$ cat config.mk
export PLATFORM = sky130hd
export DESIGN_NAME = matrix_inverse_adjugate
export DESIGN_NICKNAME = d
export VERILOG_FILES = /design/src/design/mia_pkg.sv /design/src/design/matrix_inverse_adjugate.sv /design/src/design/mia_ctrl.sv /design/src/design/mia_dpath.sv
export SDC_FILE = /design/constraint.sdc
export NUM_CORES = 2
export LEC_CHECK = 0
export BUFFER_PORTS_ARGS = -buffer_cell sky130_fd_sc_hd__buf_2
export CAP_MARGIN = 20
export CELL_PAD_IN_SITES_DETAIL_PLACEMENT = 0
export CELL_PAD_IN_SITES_GLOBAL_PLACEMENT = 1
export CORE_MARGIN = 10
export CORE_UTILIZATION = 45
export DETAILED_ROUTE_END_ITERATION = 8
export PLACE_DENSITY_LB_ADDON = 0.1
export SLEW_MARGIN = 20
export SYNTH_ARGS = -nofsm -noshare
export SYNTH_HDL_FRONTEND = slang
export SYNTH_SLANG_ARGS = --single-unit
$ cat constraint.sdc
create_clock -name clock -period 18.05 [get_ports clock]
set_clock_uncertainty 0.1 [all_clocks]
set_input_delay 1.805 -clock clock [delete_from_list [all_inputs] [get_ports clock]]
set_output_delay 1.805 -clock clock [all_outputs]
set_load 0.02 [all_outputs]
$ cat src/design/mia_pkg.sv
`timescale 1ns / 1ps
`default_nettype none

package mia_pkg;

   // Matrix and number formats.
   localparam int MAX_ORDER = 4;
   localparam int ELEM_W    = 12;
   localparam int ORDER_W   = 3;
   localparam int ENTRY_W   = 32;
   localparam int DETQ_W    = 48;
   localparam int COF_W     = 40;
   localparam int DET_W     = 52;
   localparam int QUO_W     = 33;
   localparam int REQ_W     = 16;
   localparam int RSP_W     = 80;
   localparam logic [ORDER_W-1:0] ORDER_RESET = 3'd3;

   // Controller states.
   typedef enum logic [3:0] {
      ST_LOAD,
      ST_COF_CLR,
      ST_COF,
      ST_COF_SAVE,
      ST_DET_CLR,
      ST_DET_FETCH,
      ST_DET_ACC,
      ST_DIV_INIT,
      ST_DIV_STEP,
      ST_OUT,
      ST_EMIT
   } state_type;

   // Datapath operations, one per cycle.
   typedef enum logic [3:0] {
      DP_IDLE,
      DP_LOAD,
      DP_COF_CLR,
      DP_COF_FETCH,
      DP_COF_SAVE,
      DP_DET_CLR,
      DP_DET_FETCH,
      DP_DET_ACC,
      DP_DIV_INIT,
      DP_DIV_STEP,
      DP_OUT
   } dp_op_type;

   // Command bundle from the controller to the datapath.
   typedef struct packed {
      dp_op_type    op;
      logic [2:0]   order_n;
      logic [3:0]   waddr;
      logic [1:0]   ci;
      logic [1:0]   cj;
      logic [2:0]   term;
      logic [1:0]   phase;
      logic [1:0]   er;
      logic [1:0]   ec;
      logic         last;
   } ctl_type;

endpackage

`default_nettype wire

$ cat src/design/matrix_inverse_adjugate.sv
`timescale 1ns / 1ps
`default_nettype none

// Matrix inverse by adjugate. Write the order (1 to 4) on csr_wdata with csr_we,
// then stream the n*n Q4.8 elements row by row, one request per cycle. After the
// last element the block stops taking requests: it forms all n*n cofactors by
// the Sarrus rule, sums the first row into the determinant, and then produces
// each inverse entry in Q15.16 through a 33-step restoring divider; it starts
// the next entry only once the current one is taken. Every result carries the
// determinant in Q31.16 and the singular and clipped flags; tlast marks the
// last entry.
module matrix_inverse_adjugate (
   input  wire logic                        clock,
   input  wire logic                        reset,
   input  wire logic                        csr_we,
   input  wire logic [mia_pkg::ORDER_W-1:0] csr_wdata,
   input  wire logic                        req_tvalid,
   output logic                             req_tready,
   input  wire logic [mia_pkg::REQ_W-1:0]   req_tdata,   // element[11:0]
   output logic                             rsp_tvalid,
   input  wire logic                        rsp_tready,
   output logic [mia_pkg::RSP_W-1:0]        rsp_tdata,   // inverse_entry[31:0], determinant[79:32]
   output logic [1:0]                       rsp_tuser,   // singular[0], clipped[1]
   output logic                             rsp_tlast
);
   import mia_pkg::*;

   ctl_type                    ctl;
   logic signed [ENTRY_W-1:0]  inverse_entry;
   logic signed [DETQ_W-1:0]   determinant;
   logic                       singular, clipped;

   mia_ctrl u_ctrl (
      .clock      (clock),
      .reset      (reset),
      .csr_we     (csr_we),
      .csr_wdata  (csr_wdata),
      .req_tvalid (req_tvalid),
      .req_tready (req_tready),
      .rsp_tvalid (rsp_tvalid),
      .rsp_tready (rsp_tready),
      .ctl        (ctl)
   );

   mia_dpath u_dpath (
      .clock         (clock),
      .ctl           (ctl),
      .element       (req_tdata[ELEM_W-1:0]),
      .inverse_entry (inverse_entry),
      .determinant   (determinant),
      .singular      (singular),
      .clipped       (clipped),
      .final_res     (rsp_tlast)
   );

   assign rsp_tdata = {determinant, inverse_entry};
   assign rsp_tuser = {clipped, singular};

endmodule

`default_nettype wire

$ cat src/design/mia_ctrl.sv
`timescale 1ns / 1ps
`default_nettype none

module mia_ctrl (
   input  wire logic                        clock,
   input  wire logic                        reset,
   input  wire logic                        csr_we,
   input  wire logic [mia_pkg::ORDER_W-1:0] csr_wdata,
   input  wire logic                        req_tvalid,
   output logic                             req_tready,
   output logic                             rsp_tvalid,
   input  wire logic                        rsp_tready,
   output mia_pkg::ctl_type                 ctl
);
   import mia_pkg::*;

   state_type            state_ff, state_in;
   logic [ORDER_W-1:0]   order_ff, order_in;
   logic [3:0]           cnt_ff, cnt_in;
   logic [1:0]           ci_ff, ci_in, cj_ff, cj_in, er_ff, er_in, ec_ff, ec_in;
   logic [2:0]           term_ff, term_in;
   logic [1:0]           phase_ff, phase_in;
   logic [5:0]           step_ff, step_in;
   logic [2:0]           n;
   logic [4:0]           total;
   logic                 accept, load_last, cof_last, det_last, ent_last;

   // Effective order: zero acts as one, anything above the maximum as the maximum.
   always_comb begin
      if (order_ff == '0) begin
         n = 3'd1;
      end else if (order_ff > 3'(MAX_ORDER)) begin
         n = 3'(MAX_ORDER);
      end else begin
         n = order_ff;
      end
   end

   assign total     = 5'(n) * 5'(n);
   assign accept    = req_tvalid && req_tready;
   assign load_last = (5'(cnt_ff) == total - 5'd1);
   assign cof_last  = (3'(ci_ff) == n - 3'd1) && (3'(cj_ff) == n - 3'd1);
   assign det_last  = (3'(cj_ff) == n - 3'd1);
   assign ent_last  = (3'(er_ff) == n - 3'd1) && (3'(ec_ff) == n - 3'd1);

   // Next state.
   always_comb begin
      state_in = state_ff;
      unique case (state_ff)
         ST_LOAD:      if (accept && load_last) state_in = ST_COF_CLR;
         ST_COF_CLR:   state_in = ST_COF;
         ST_COF:       if (term_ff == 3'd5 && phase_ff == 2'd3) state_in = ST_COF_SAVE;
         ST_COF_SAVE:  state_in = cof_last ? ST_DET_CLR : ST_COF_CLR;
         ST_DET_CLR:   state_in = ST_DET_FETCH;
         ST_DET_FETCH: state_in = ST_DET_ACC;
         ST_DET_ACC:   state_in = det_last ? ST_DIV_INIT : ST_DET_FETCH;
         ST_DIV_INIT:  state_in = ST_DIV_STEP;
         ST_DIV_STEP:  if (step_ff == 6'(QUO_W - 1)) state_in = ST_OUT;
         ST_OUT:       state_in = ST_EMIT;
         ST_EMIT:      if (rsp_tready) state_in = ent_last ? ST_LOAD : ST_DIV_INIT;
         default:      state_in = ST_LOAD;
      endcase
   end

   // Counters and the order register.
   always_comb begin
      order_in = order_ff;
      cnt_in   = cnt_ff;
      ci_in    = ci_ff;
      cj_in    = cj_ff;
      er_in    = er_ff;
      ec_in    = ec_ff;
      term_in  = term_ff;
      phase_in = phase_ff;
      step_in  = step_ff;
      unique case (state_ff)
         ST_LOAD: begin
            if (accept) begin
               cnt_in = load_last ? 4'd0 : cnt_ff + 4'd1;
               ci_in  = 2'd0;
               cj_in  = 2'd0;
            end
         end
         ST_COF_CLR: begin
            term_in  = 3'd0;
            phase_in = 2'd0;
         end
         ST_COF: begin
            phase_in = phase_ff + 2'd1;
            if (phase_ff == 2'd3) term_in = term_ff + 3'd1;
         end
         ST_COF_SAVE: begin
            if (3'(cj_ff) == n - 3'd1) begin
               cj_in = 2'd0;
               ci_in = ci_ff + 2'd1;
            end else begin
               cj_in = cj_ff + 2'd1;
            end
            if (cof_last) begin
               cj_in = 2'd0;
            end
         end
         ST_DET_CLR:   cj_in = 2'd0;
         ST_DET_FETCH: cj_in = cj_ff;
         ST_DET_ACC: begin
            cj_in = cj_ff + 2'd1;
            er_in = 2'd0;
            ec_in = 2'd0;
         end
         ST_DIV_INIT:  step_in = 6'd0;
         ST_DIV_STEP:  step_in = step_ff + 6'd1;
         ST_OUT:       step_in = step_ff;
         ST_EMIT: begin
            if (rsp_tready) begin
               if (3'(ec_ff) == n - 3'd1) begin
                  ec_in = 2'd0;
                  er_in = er_ff + 2'd1;
               end else begin
                  ec_in = ec_ff + 2'd1;
               end
            end
         end
         default: cnt_in = 4'd0;
      endcase
      // An order write drops any partly loaded matrix.
      if (csr_we) begin
         order_in = csr_wdata;
         cnt_in   = 4'd0;
      end
   end

   // Outputs.
   always_comb begin
      ctl.order_n = n;
      ctl.waddr   = cnt_ff;
      ctl.ci      = ci_ff;
      ctl.cj      = cj_ff;
      ctl.term    = term_ff;
      ctl.phase   = phase_ff;
      ctl.er      = er_ff;
      ctl.ec      = ec_ff;
      ctl.last    = ent_last;
      req_tready  = (state_ff == ST_LOAD);
      rsp_tvalid  = (state_ff == ST_EMIT);
      unique case (state_ff)
         ST_LOAD:      ctl.op = accept ? DP_LOAD : DP_IDLE;
         ST_COF_CLR:   ctl.op = DP_COF_CLR;
         ST_COF:       ctl.op = DP_COF_FETCH;
         ST_COF_SAVE:  ctl.op = DP_COF_SAVE;
         ST_DET_CLR:   ctl.op = DP_DET_CLR;
         ST_DET_FETCH: ctl.op = DP_DET_FETCH;
         ST_DET_ACC:   ctl.op = DP_DET_ACC;
         ST_DIV_INIT:  ctl.op = DP_DIV_INIT;
         ST_DIV_STEP:  ctl.op = DP_DIV_STEP;
         ST_OUT:       ctl.op = DP_OUT;
         default:      ctl.op = DP_IDLE;
      endcase
   end

   // Registers.
   always_ff @(posedge clock) begin
      if (reset) begin
         state_ff <= ST_LOAD;
         order_ff <= ORDER_RESET;
         cnt_ff   <= 4'd0;
         ci_ff    <= 2'd0;
         cj_ff    <= 2'd0;
         er_ff    <= 2'd0;
         ec_ff    <= 2'd0;
         term_ff  <= 3'd0;
         phase_ff <= 2'd0;
         step_ff  <= 6'd0;
      end else begin
         state_ff <= state_in;
         order_ff <= order_in;
         cnt_ff   <= cnt_in;
         ci_ff    <= ci_in;
         cj_ff    <= cj_in;
         er_ff    <= er_in;
         ec_ff    <= ec_in;
         term_ff  <= term_in;
         phase_ff <= phase_in;
         step_ff  <= step_in;
      end
   end

endmodule

`default_nettype wire

$ cat src/design/mia_dpath.sv
`timescale 1ns / 1ps
`default_nettype none

module mia_dpath (
   input  wire logic                              clock,
   input  wire mia_pkg::ctl_type                  ctl,
   input  wire logic signed [mia_pkg::ELEM_W-1:0] element,
   output logic signed [mia_pkg::ENTRY_W-1:0]     inverse_entry,
   output logic signed [mia_pkg::DETQ_W-1:0]      determinant,
   output logic                                   singular,
   output logic                                   clipped,
   output logic                                   final_res
);
   import mia_pkg::*;

   logic signed [ELEM_W-1:0] mat_mem [16];
   logic signed [COF_W-1:0]  cof_mem [16];

   logic signed [ELEM_W-1:0] rd_ff;
   logic                     isc_ff, cval_ff;
   logic signed [ELEM_W-1:0] operand;
   logic signed [ELEM_W-1:0] xr_ff;
   logic signed [2*ELEM_W-1:0] prod_ff;
   logic signed [3*ELEM_W-1:0] p3;
   logic signed [COF_W-1:0]  acc_ff;
   logic signed [DET_W-1:0]  det_ff;
   logic signed [DET_W-1:0]  dprod;
   logic [DET_W:0]           rem_ff, rem2;
   logic [QUO_W-1:0]         nlo_ff, q_ff;
   logic                     neg_ff, ov_ff;

   logic [1:0]  slot, mr, mc, off, i, j;
   logic [2:0]  sr, sc;
   logic [5:0]  cols;
   logic        isc, cval, term_neg;
   logic [3:0]  raddr, cidx;
   logic signed [COF_W-1:0] cof_rd;
   logic [COF_W-1:0]        cof_abs;
   logic [63:0]             num_abs;
   logic [DET_W-1:0]        dabs;
   logic signed [DET_W-1:0] dq;
   logic                    sing, dclip, eclip;
   logic signed [ENTRY_W-1:0] entry;
   logic signed [DETQ_W-1:0]  dsat;

   // Column picked by each row of a Sarrus term, and the sign of that term.
   always_comb begin
      unique case (ctl.term)
         3'd0:    cols = {2'd2, 2'd1, 2'd0};
         3'd1:    cols = {2'd0, 2'd2, 2'd1};
         3'd2:    cols = {2'd1, 2'd0, 2'd2};
         3'd3:    cols = {2'd0, 2'd1, 2'd2};
         3'd4:    cols = {2'd2, 2'd0, 2'd1};
         3'd5:    cols = {2'd1, 2'd2, 2'd0};
         default: cols = 6'd0;
      endcase
      term_neg = (ctl.term >= 3'd3);
   end

   // The minor of order n-1 sits in the lower right of a 3x3 frame whose
   // upper left is the identity, so one 3x3 determinant serves every order.
   always_comb begin
      slot  = (ctl.phase == 2'd3) ? 2'd2 : ctl.phase;
      mr    = slot;
      mc    = cols[2*slot +: 2];
      off   = 2'(3'd4 - ctl.order_n);
      i     = mr - off;
      j     = mc - off;
      sr    = 3'(i) + ((i >= ctl.ci) ? 3'd1 : 3'd0);
      sc    = 3'(j) + ((j >= ctl.cj) ? 3'd1 : 3'd0);
      isc   = 1'b0;
      cval  = 1'b0;
      raddr = 4'(4'(sr) * 4'(ctl.order_n) + 4'(sc));
      if (ctl.op == DP_DET_FETCH) begin
         raddr = 4'(ctl.cj);
      end else if (mr < off || mc < off) begin
         isc  = 1'b1;
         cval = (mr == mc);
      end
   end

   // Matrix memory: one write port for loading, one registered read port.
   always_ff @(posedge clock) begin
      if (ctl.op == DP_LOAD) begin
         mat_mem[ctl.waddr] <= element;
      end
      rd_ff   <= mat_mem[raddr];
      isc_ff  <= isc;
      cval_ff <= cval;
   end

   assign operand = isc_ff ? ELEM_W'(cval_ff) : rd_ff;
   assign p3      = prod_ff * operand;

   // Cofactor read: row zero for the determinant, transposed for the inverse.
   assign cidx    = (ctl.op == DP_DIV_INIT) ? {ctl.ec, ctl.er} : {2'd0, ctl.cj};
   assign cof_rd  = cof_mem[cidx];
   assign cof_abs = cof_rd[COF_W-1] ? COF_W'(-cof_rd) : COF_W'(cof_rd);
   assign num_abs = {cof_abs, 24'd0};
   assign dabs    = det_ff[DET_W-1] ? DET_W'(-det_ff) : DET_W'(det_ff);
   assign rem2    = {rem_ff[DET_W-1:0], nlo_ff[QUO_W-1]};

   // First-row term of the determinant, formed at full determinant width.
   assign dprod   = operand * cof_rd;

   // Cofactor, determinant and restoring division.
   always_ff @(posedge clock) begin
      unique case (ctl.op)
         DP_COF_CLR: acc_ff <= '0;
         DP_COF_FETCH: begin
            if (ctl.phase == 2'd1) xr_ff <= operand;
            if (ctl.phase == 2'd2) prod_ff <= xr_ff * operand;
            if (ctl.phase == 2'd3) begin
               acc_ff <= term_neg ? acc_ff - COF_W'(p3) : acc_ff + COF_W'(p3);
            end
         end
         DP_COF_SAVE: begin
            cof_mem[{ctl.ci, ctl.cj}] <= (ctl.ci[0] ^ ctl.cj[0]) ? -acc_ff : acc_ff;
         end
         DP_DET_CLR: det_ff <= '0;
         DP_DET_ACC: det_ff <= det_ff + dprod;
         DP_DIV_INIT: begin
            neg_ff <= cof_rd[COF_W-1] ^ det_ff[DET_W-1];
            ov_ff  <= (DET_W'(num_abs[63:QUO_W]) >= dabs);
            rem_ff <= (DET_W+1)'(num_abs[63:QUO_W]);
            nlo_ff <= num_abs[QUO_W-1:0];
            q_ff   <= '0;
         end
         DP_DIV_STEP: begin
            nlo_ff <= {nlo_ff[QUO_W-2:0], 1'b0};
            if (rem2 >= (DET_W+1)'(dabs)) begin
               rem_ff <= rem2 - (DET_W+1)'(dabs);
               q_ff   <= {q_ff[QUO_W-2:0], 1'b1};
            end else begin
               rem_ff <= rem2;
               q_ff   <= {q_ff[QUO_W-2:0], 1'b0};
            end
         end
         default: ;
      endcase
   end

   // Determinant rescaled to 16 fraction bits, truncated toward zero, and saturated to the output width.
   always_comb begin
      unique case (ctl.order_n)
         3'd1:    dq = det_ff <<< 8;
         3'd2:    dq = det_ff;
         3'd3:    dq = (det_ff + (det_ff[DET_W-1] ? DET_W'(255) : DET_W'(0))) >>> 8;
         default: dq = (det_ff + (det_ff[DET_W-1] ? DET_W'(65535) : DET_W'(0))) >>> 16;
      endcase
      dclip = (dq[DET_W-1:DETQ_W-1] != '0) && (dq[DET_W-1:DETQ_W-1] != '1);
      if (!dclip) begin
         dsat = DETQ_W'(dq);
      end else if (dq[DET_W-1]) begin
         dsat = {1'b1, {(DETQ_W-1){1'b0}}};
      end else begin
         dsat = {1'b0, {(DETQ_W-1){1'b1}}};
      end
   end

   // Quotient sign and saturation; a singular matrix gives zero.
   always_comb begin
      sing  = (det_ff == '0);
      eclip = 1'b0;
      entry = '0;
      if (sing) begin
         entry = '0;
      end else if (ov_ff || (neg_ff && q_ff > 33'h080000000) ||
                   (!neg_ff && q_ff > 33'h07FFFFFFF)) begin
         eclip = 1'b1;
         entry = neg_ff ? {1'b1, {(ENTRY_W-1){1'b0}}} : {1'b0, {(ENTRY_W-1){1'b1}}};
      end else if (neg_ff) begin
         entry = ENTRY_W'(-q_ff);
      end else begin
         entry = ENTRY_W'(q_ff);
      end
   end

   // Result register.
   always_ff @(posedge clock) begin
      if (ctl.op == DP_OUT) begin
         inverse_entry <= entry;
         determinant   <= dsat;
         singular      <= sing;
         clipped       <= dclip | eclip;
         final_res     <= ctl.last;
      end
   end

endmodule

`default_nettype wire

### Yosys cells after proc, flatten, opt, wreduce, memory -nomap -nowiden

Memory sizes are Yosys's and may differ from the RTL's. A register that Yosys moved wholly into a read port is not among the register bits.
Cells that the tools add are included.

* register bits: 363
* bits in latches: 0
* memory bits (writable): 832
* memory bits (read-only): 0
* output and inout bits: 85
* word-level logic and storage cells: 226
* memories kept: 2

Memories
* u_dpath.cof_mem: words 16, width 40, rd ports 1, clocked after memory_dff 0, write ports 1, RTL line mia_dpath.sv:17 `logic signed [COF_W-1:0] cof_mem [16];`
* u_dpath.mat_mem: words 16, width 12, rd ports 1, clocked after memory_dff 1, write ports 1, RTL line mia_dpath.sv:16 `logic signed [ELEM_W-1:0] mat_mem [16];`

* $add $sub $neg: 26
* multiply operators: 5
* divide/modulo/power cells: 0
* order comparisons: 10
* equal/unequal tests: 48
* shift-type cells: 1
* mux-type cells: 65
* bitwise logic cells: 5
* reductions and logical operators: 38

Operator list (count)
* case mux 52 bit (2 select lines): 2
* two-way mux 40 bit: 4
* adder 52 bit: 3
* case mux 52 bit (3 select lines): 1
* case mux 33 bit (2 select lines): 2
* two-way mux 52 bit: 2
* two-way mux 32 bit: 3
* two-way mux 48 bit: 2
* negation 40 bit: 2
* case mux 40 bit (2 select lines): 1
* >= comparator 53 x 52 -> 1 bit: 1
* >= comparator 31 x 52 -> 1 bit: 1
* logical NOT 52 bit: 1
* multiplier 12 x 40 -> 52 bit: 1
* negation 52 bit: 1
* subtractor 52 bit: 1
* case mux 4 bit (11 select lines): 1
* adder 40 x 36 -> 40 bit: 1
* case mux 4 bit (10 select lines): 1
* subtractor 40 x 36 -> 40 bit: 1
* multiplier 24 x 12 -> 36 bit: 1
* case mux 6 bit (6 select lines): 1
* greater-than comparator 33 x 31 -> 1 bit, second input constant: 1
* greater-than comparator 33 x 32 -> 1 bit, second input constant: 1
* other kinds (63): 162

### Longest topological paths before layout

* depth after elaboration: 11
* mapped depth: 40
* depth with buffers taken out: 37

### By module

A second synthesis with hierarchy kept.

* cells, all modules: 8909
* area total of the unflattened synthesis: 92447.4 um2

Modules (own cells, without submodules)
* mia_dpath: times used 1, cells each 8635, area an instance 90365.4 um2, sequential area each 34483.1 um2
* mia_ctrl: times used 1, cells each 272, area an instance 2067.0 um2, sequential area each 600.6 um2
* matrix_inverse_adjugate: times used 1, cells each 2, area an instance 15.0 um2, sequential area each 0.0 um2

### Least setup slack after synthesis

No wires, ideal clock.

* kind: register to register
* start: register u_dpath.isc_ff
* end: register u_dpath.acc_ff[39], data pin
* arrival: 9.258 ns
* data required time: 17.680 ns
* path slack: 8.423 ns
* stages on the path, launching flop included: 39
* path buffers: 4
* period minus slack after synthesis: 9.627 ns
* cell sequence: dfxtp_1 > clkbuf_1 > nand2b_1 > inv_1 > clkbuf_1 > clkbuf_1 > nand2_1 > fa_1 > fa_1 > fa_1 > inv_1 > fa_1 > inv_1 > fa_1 > inv_1 > ha_1 > or3_1 > and2_0 > [... 3 more ...] > a2111oi_2 > nand3_1 > nor2_1 > nand2_1 > o21ai_0 > xor2_1 > ha_1 > and3_1 > a221oi_1 > o21ai_0 > and3_1 > inv_1 > o311ai_0 > a21o_1 > a21boi_0 > mux2i_1 > o21a_1 > nor3_1

* cells in the longest elaborated chain, start to end: 6

RTL lines
* start, declared: RTL line mia_dpath.sv:20 `logic isc_ff, cval_ff;`
* start signal, assigned: RTL line mia_dpath.sv:88 `isc_ff <= isc;`
* two-way mux 12 bit (*): RTL line mia_dpath.sv:92 `assign operand = isc_ff ? ELEM_W'(cval_ff) : rd_ff;`
* multiplier 24 x 12 -> 36 bit (*): RTL line mia_dpath.sv:93 `assign p3 = prod_ff * operand;`
* adder 40 x 36 -> 40 bit / subtractor 40 x 36 -> 40 bit (equally long branches): RTL line mia_dpath.sv:114 `acc_ff <= term_neg ? acc_ff - COF_W'(p3) : acc_ff + COF_W'(p3);`
* two-way mux 40 bit (*): RTL line mia_dpath.sv:114
* two-way mux 40 bit (*): RTL line mia_dpath.sv:113 `if (ctl.phase == 2'd3) begin`
* case mux 40 bit (2 select lines) (*): RTL line mia_dpath.sv:108 `unique case (ctl.op)`
* end signal, assigned: RTL line mia_dpath.sv:114
* end, declared: RTL line mia_dpath.sv:25 `logic signed [COF_W-1:0] acc_ff;`

Every way passes the cells marked *; elsewhere a longest branch is shown, timed or not. The select of a mux whose other input is x is not followed.
A chain may end at the register's enable or synchronous reset.

### Final worst setup path

* start: register u_ctrl.state_ff[0]
* end: register u_dpath.det_ff[46], data pin

* cells in the longest elaborated chain, start to end: 10

RTL lines
* start, declared: RTL line mia_ctrl.sv:17 `state_type state_ff, state_in;`
* start signal, assigned: RTL line mia_ctrl.sv:174 `state_ff <= state_in;`
* logical NOT 4 bit: RTL line mia_ctrl.sv:143, mia_ctrl.sv:145
* logical AND 1 bit: RTL line mia_ctrl.sv:40 `assign accept = req_tvalid && req_tready;`
* two-way mux 1 bit: RTL line mia_ctrl.sv:146 `ST_LOAD: ctl.op = accept ? DP_LOAD : DP_IDLE;`
* case mux 4 bit (10 select lines) (*): RTL line mia_ctrl.sv:145 `unique case (state_ff)`
* == test 4 bit: RTL line mia_dpath.sv:96 `assign cidx = (ctl.op == DP_DIV_INIT) ? {ctl.ec, ctl.er} : {2'd0, ctl.cj};`
* two-way mux 4 bit: RTL line mia_dpath.sv:96
* memory read (16 x 40 bit)
* multiplier 12 x 40 -> 52 bit: RTL line mia_dpath.sv:104 `assign dprod = operand * cof_rd;`
* adder 52 bit: RTL line mia_dpath.sv:121 `DP_DET_ACC: det_ff <= det_ff + dprod;`
* case mux 52 bit (2 select lines) (*): RTL line mia_dpath.sv:108
* end signal, assigned: RTL line mia_dpath.sv:121
* end, declared: RTL line mia_dpath.sv:26 `logic signed [DET_W-1:0] det_ff;`

Every way passes the cells marked *; elsewhere a longest branch is shown, timed or not.

==> metrics.md <==
| Metric | Value |
|---|---|
| Setup repair bufs after CTS | `0` |
| Slew HR | `18.5%` |
| Worst-path fanout max | `89` |
| Maxcap violations | `0` |
| Top delay family on crit path | `compound AO/OA/AOI/OAI gates` |
| Inserted Clock Buffers | `136` |
| FF-to-FF Start | `u_ctrl.state_ff[0]$_SDFFE_PP0P_` |
| Synth top area cells | `edfxtp_1, fa_1, ha_1, nand2_1, inv_1` |
| H-Tree Level Count | `4` |
| Seq/Total Area, Yosys | `37.8%` |
| Post-layout nets | `10300` |
| Async SR Flop Fraction | `0%` |
| WP buf/inv | `5` |
| Initial antenna violation count | `9` |
| Critical path class | `reg -> reg` |
| Crit-path most repeated cell | `fa_1` |
| Hold depth | `1` |
| Skew-Pair Late Insertion Delay | `0.82 ns` |
| FP Rows | `166` |
| Crit path capture type | `register` |
| Final HPWL DP | `196000 µm` |
| Syn avg cell area | `10.3 µm²` |
| Total track usage | `24.7%` |
| Die width | `474 µm` |
| VDD IR max | `0.538 mV` |
| Core ar. | `205000 µm²` |
| Syn_nets | `10400` |
| Most common cell after layout, fill and taps aside | `nand2_1` |
| Fmax | `80.5 MHz` |
| Unique masters post-synth | `101` |
| Unrepaired setup endpoints after global routing | `no` |
| WHS Endpoint | `u_ctrl.step_ff[3]$_SDFFE_PP0P_` |
| Final hold slack | `0.389 ns` |
| Slew @ Worst Pin | `1.19 ns` |
| EDFF count, synth | `1139` |
| Gpl congestion | `0.891` |
| Crit path DAT | `12.82 ns` |
| HP Start | `u_ctrl.step_ff[3]$_SDFFE_PP0P_` |
| Wire length of the first global-routing pass | `426000 µm` |
| Levels on crit path | `30` |
| RR Endpoint | `u_dpath.det_ff[46]$_SDFFCE_PN0P_` |
| #FFs+latches synth | `1183` |
| Synth warn | `0` |
| Startpoint Class | `register` |
| FF-to-FF path depth | `30` |
| CP max stage cell | `a2111oi_0` |
| Worst R2R Setup Slack | `5.63 ns` |
| LEAKAGE | `40.4 nW` |
| Fin. Hold Viols | `0` |
| Area growth from synthesis to layout | `8.97%` |
| Final antenna-violating net count | `0` |
| Final wirelength | `281000 µm` |
| Data required, critical path | `18.44 ns` |
| Post-synth top area share | `36.9%` |
| Leading area contributor after synthesis | `edfxtp_1` |
| Status | `complete, no violations` |
| Most frequent cells in the layout | `nand2_1, edfxtp_1, inv_1, fa_1, nor2_1` |
| Vias in the first global route | `67100` |
| Via density | `5.69` |
| Global route total overflow | `0` |
| Input/output buffers | `104` |
| Die Ht | `474 µm` |
| Cts repair resizes | `0` |
| Hold Buf Count CTS | `0` |
| Worst min path class | `reg -> reg` |
| Residual DRC | `0` |
| Cell area power density | `168 nW/µm²` |
| Post-Syn Instances | `9041` |
| DR pass1 iterations | `6` |
| Share of cells above drive strength 1 | `7.54%` |
| Total number of vias | `66900` |
| Mapped Area | `92800 µm²` |
| CTS tree | `built` |
| Clock sinks | `1183` |
| I/O pin cnt | `109` |
| DR iter-0 viols | `5223` |
| Routed len/inst | `23.9 µm` |
| Max clock buf depth | `3` |
| Initial Util | `45.3%` |
| TNS Setup | `0 ns` |
| Final max-slew violation count | `0` |
| Full die area | `225000 µm²` |
| Final Critical Period | `12.42 ns` |
| Clock transition at path regs | `0.06 ns` |
| Tcrit/Tclk final | `68.8%` |
| Synth Flop Type | `edfxtp_1` |
| Final Setup Violations | `0` |
| CTS Root Cell | `clkbuf_16` |
| Pin count of the biggest net entering global routing | `136` |
| Max stage delay on crit path | `1.08 ns` |
[final cells by class]
cell class | count | area, µm²
tap | 2688 | 3360
inverter | 980 | 3690
clock inverter | 77 | 1100
clock buffer | 165 | 3530
multi-input combinational | 6356 | 52400
sequential | 1183 | 35100
fill | 18800 | 104000
antenna | 8 | 20.0
timing repair buffer | 296 | 1980
[flip-flops by register name, indices dropped and copies added, names as in the netlist, 3 cells and up]
name and cells:
u_dpath.det_ff 52, u_dpath.mat_mem 192, u_ctrl.step_ff 6, u_dpath.inverse_entry 32, u_ctrl.term_ff 3, u_dpath.nlo_ff 9
u_dpath.rd_ff 12, u_dpath.cof_mem 640, u_ctrl.cnt_ff 4, u_dpath.acc_ff 40, u_ctrl.state_ff 4, u_dpath.prod_ff 24
u_ctrl.order_ff 3, u_dpath.q_ff 33, u_dpath.rem_ff 52, u_dpath.determinant 48, u_dpath.xr_ff 12
[synthesized netlist by cell type, types with 134 or more instances]
master / n
mux2i_1: 134
xor2_1: 176
edfxtp_1: 1139
nor2_1: 566
fa_1: 871
nand3_1: 290
ha_1: 434
clkbuf_1: 394
xnor2_1: 219
nand2_1: 1364
o21ai_0: 222
a21oi_1: 323
inv_1: 976
and2_1: 327
[per-layer routing]
metal	global-route usage, %	wire length [µm]
met5	0	27
met4	7.34	8480
met3	3.85	17000
met2	39.9	130000
met1	34.5	125000
[worst max path at each step]
stage                                    start                               end  slack (ns)
2_1_floorplan        u_dpath.isc_ff$_SDFF_PP0_  u_dpath.acc_ff[39]$_SDFFCE_PN0P_        8.42
3_3_place_gp   u_ctrl.state_ff[0]$_SDFFE_PP0P_  u_dpath.det_ff[49]$_SDFFCE_PN0P_        5.90
3_5_place_dp   u_ctrl.state_ff[0]$_SDFFE_PP0P_  u_dpath.det_ff[46]$_SDFFCE_PN0P_        5.87
4_1_cts        u_ctrl.state_ff[0]$_SDFFE_PP0P_  u_dpath.det_ff[46]$_SDFFCE_PN0P_        5.83
5_1_grt        u_ctrl.state_ff[0]$_SDFFE_PP0P_  u_dpath.det_ff[46]$_SDFFCE_PN0P_        5.01
6_report       u_ctrl.state_ff[0]$_SDFFE_PP0P_  u_dpath.det_ff[46]$_SDFFCE_PN0P_        5.63
[where the power goes]
part | switching [mW] | internal [mW] | total, mW
sequential | 0.0894 | 3.28 | 3.37
combinational | 6.77 | 4.00 | 10.8
clock | 1.21 | 1.67 | 2.88
[logic make-up (layout without fill, tap and decap cells)]
family | after synthesis | count (layout) | synth area share (%)
AO/OA/AOI/OAI | 1384 | 1384 | 10.1
XOR/XNOR | 395 | 395 | 3.73
adder cells (fa/ha/maj) | 1305 | 1305 | 24.6
buffers and inverters | 1502 | 1518 | 6.35
flip-flops | 1183 | 1183 | 37.8
multiplexers | 155 | 155 | 1.86
other | 0 | 8 | 0
AND/OR/NAND/NOR | 3117 | 3117 | 15.5
[per-stage QoR]
stage	util, %	std cells	total power, mW	area (µm²)	setup slack [ns]
6_report	49.4	11800	17.0	101000	5.63
5_1_grt	49.4	11700	18.5	101000	5.01
4_1_cts	49.4	11700	17.1	101000	5.83
3_5_place_dp	47.1	11500	14.1	96400	5.87
3_3_place_gp	47.1	11500	14.1	96400	5.90
2_1_floorplan	-	9041	11.2	92800	8.42
No activity file was read; power rests on OpenSTA's default activity.
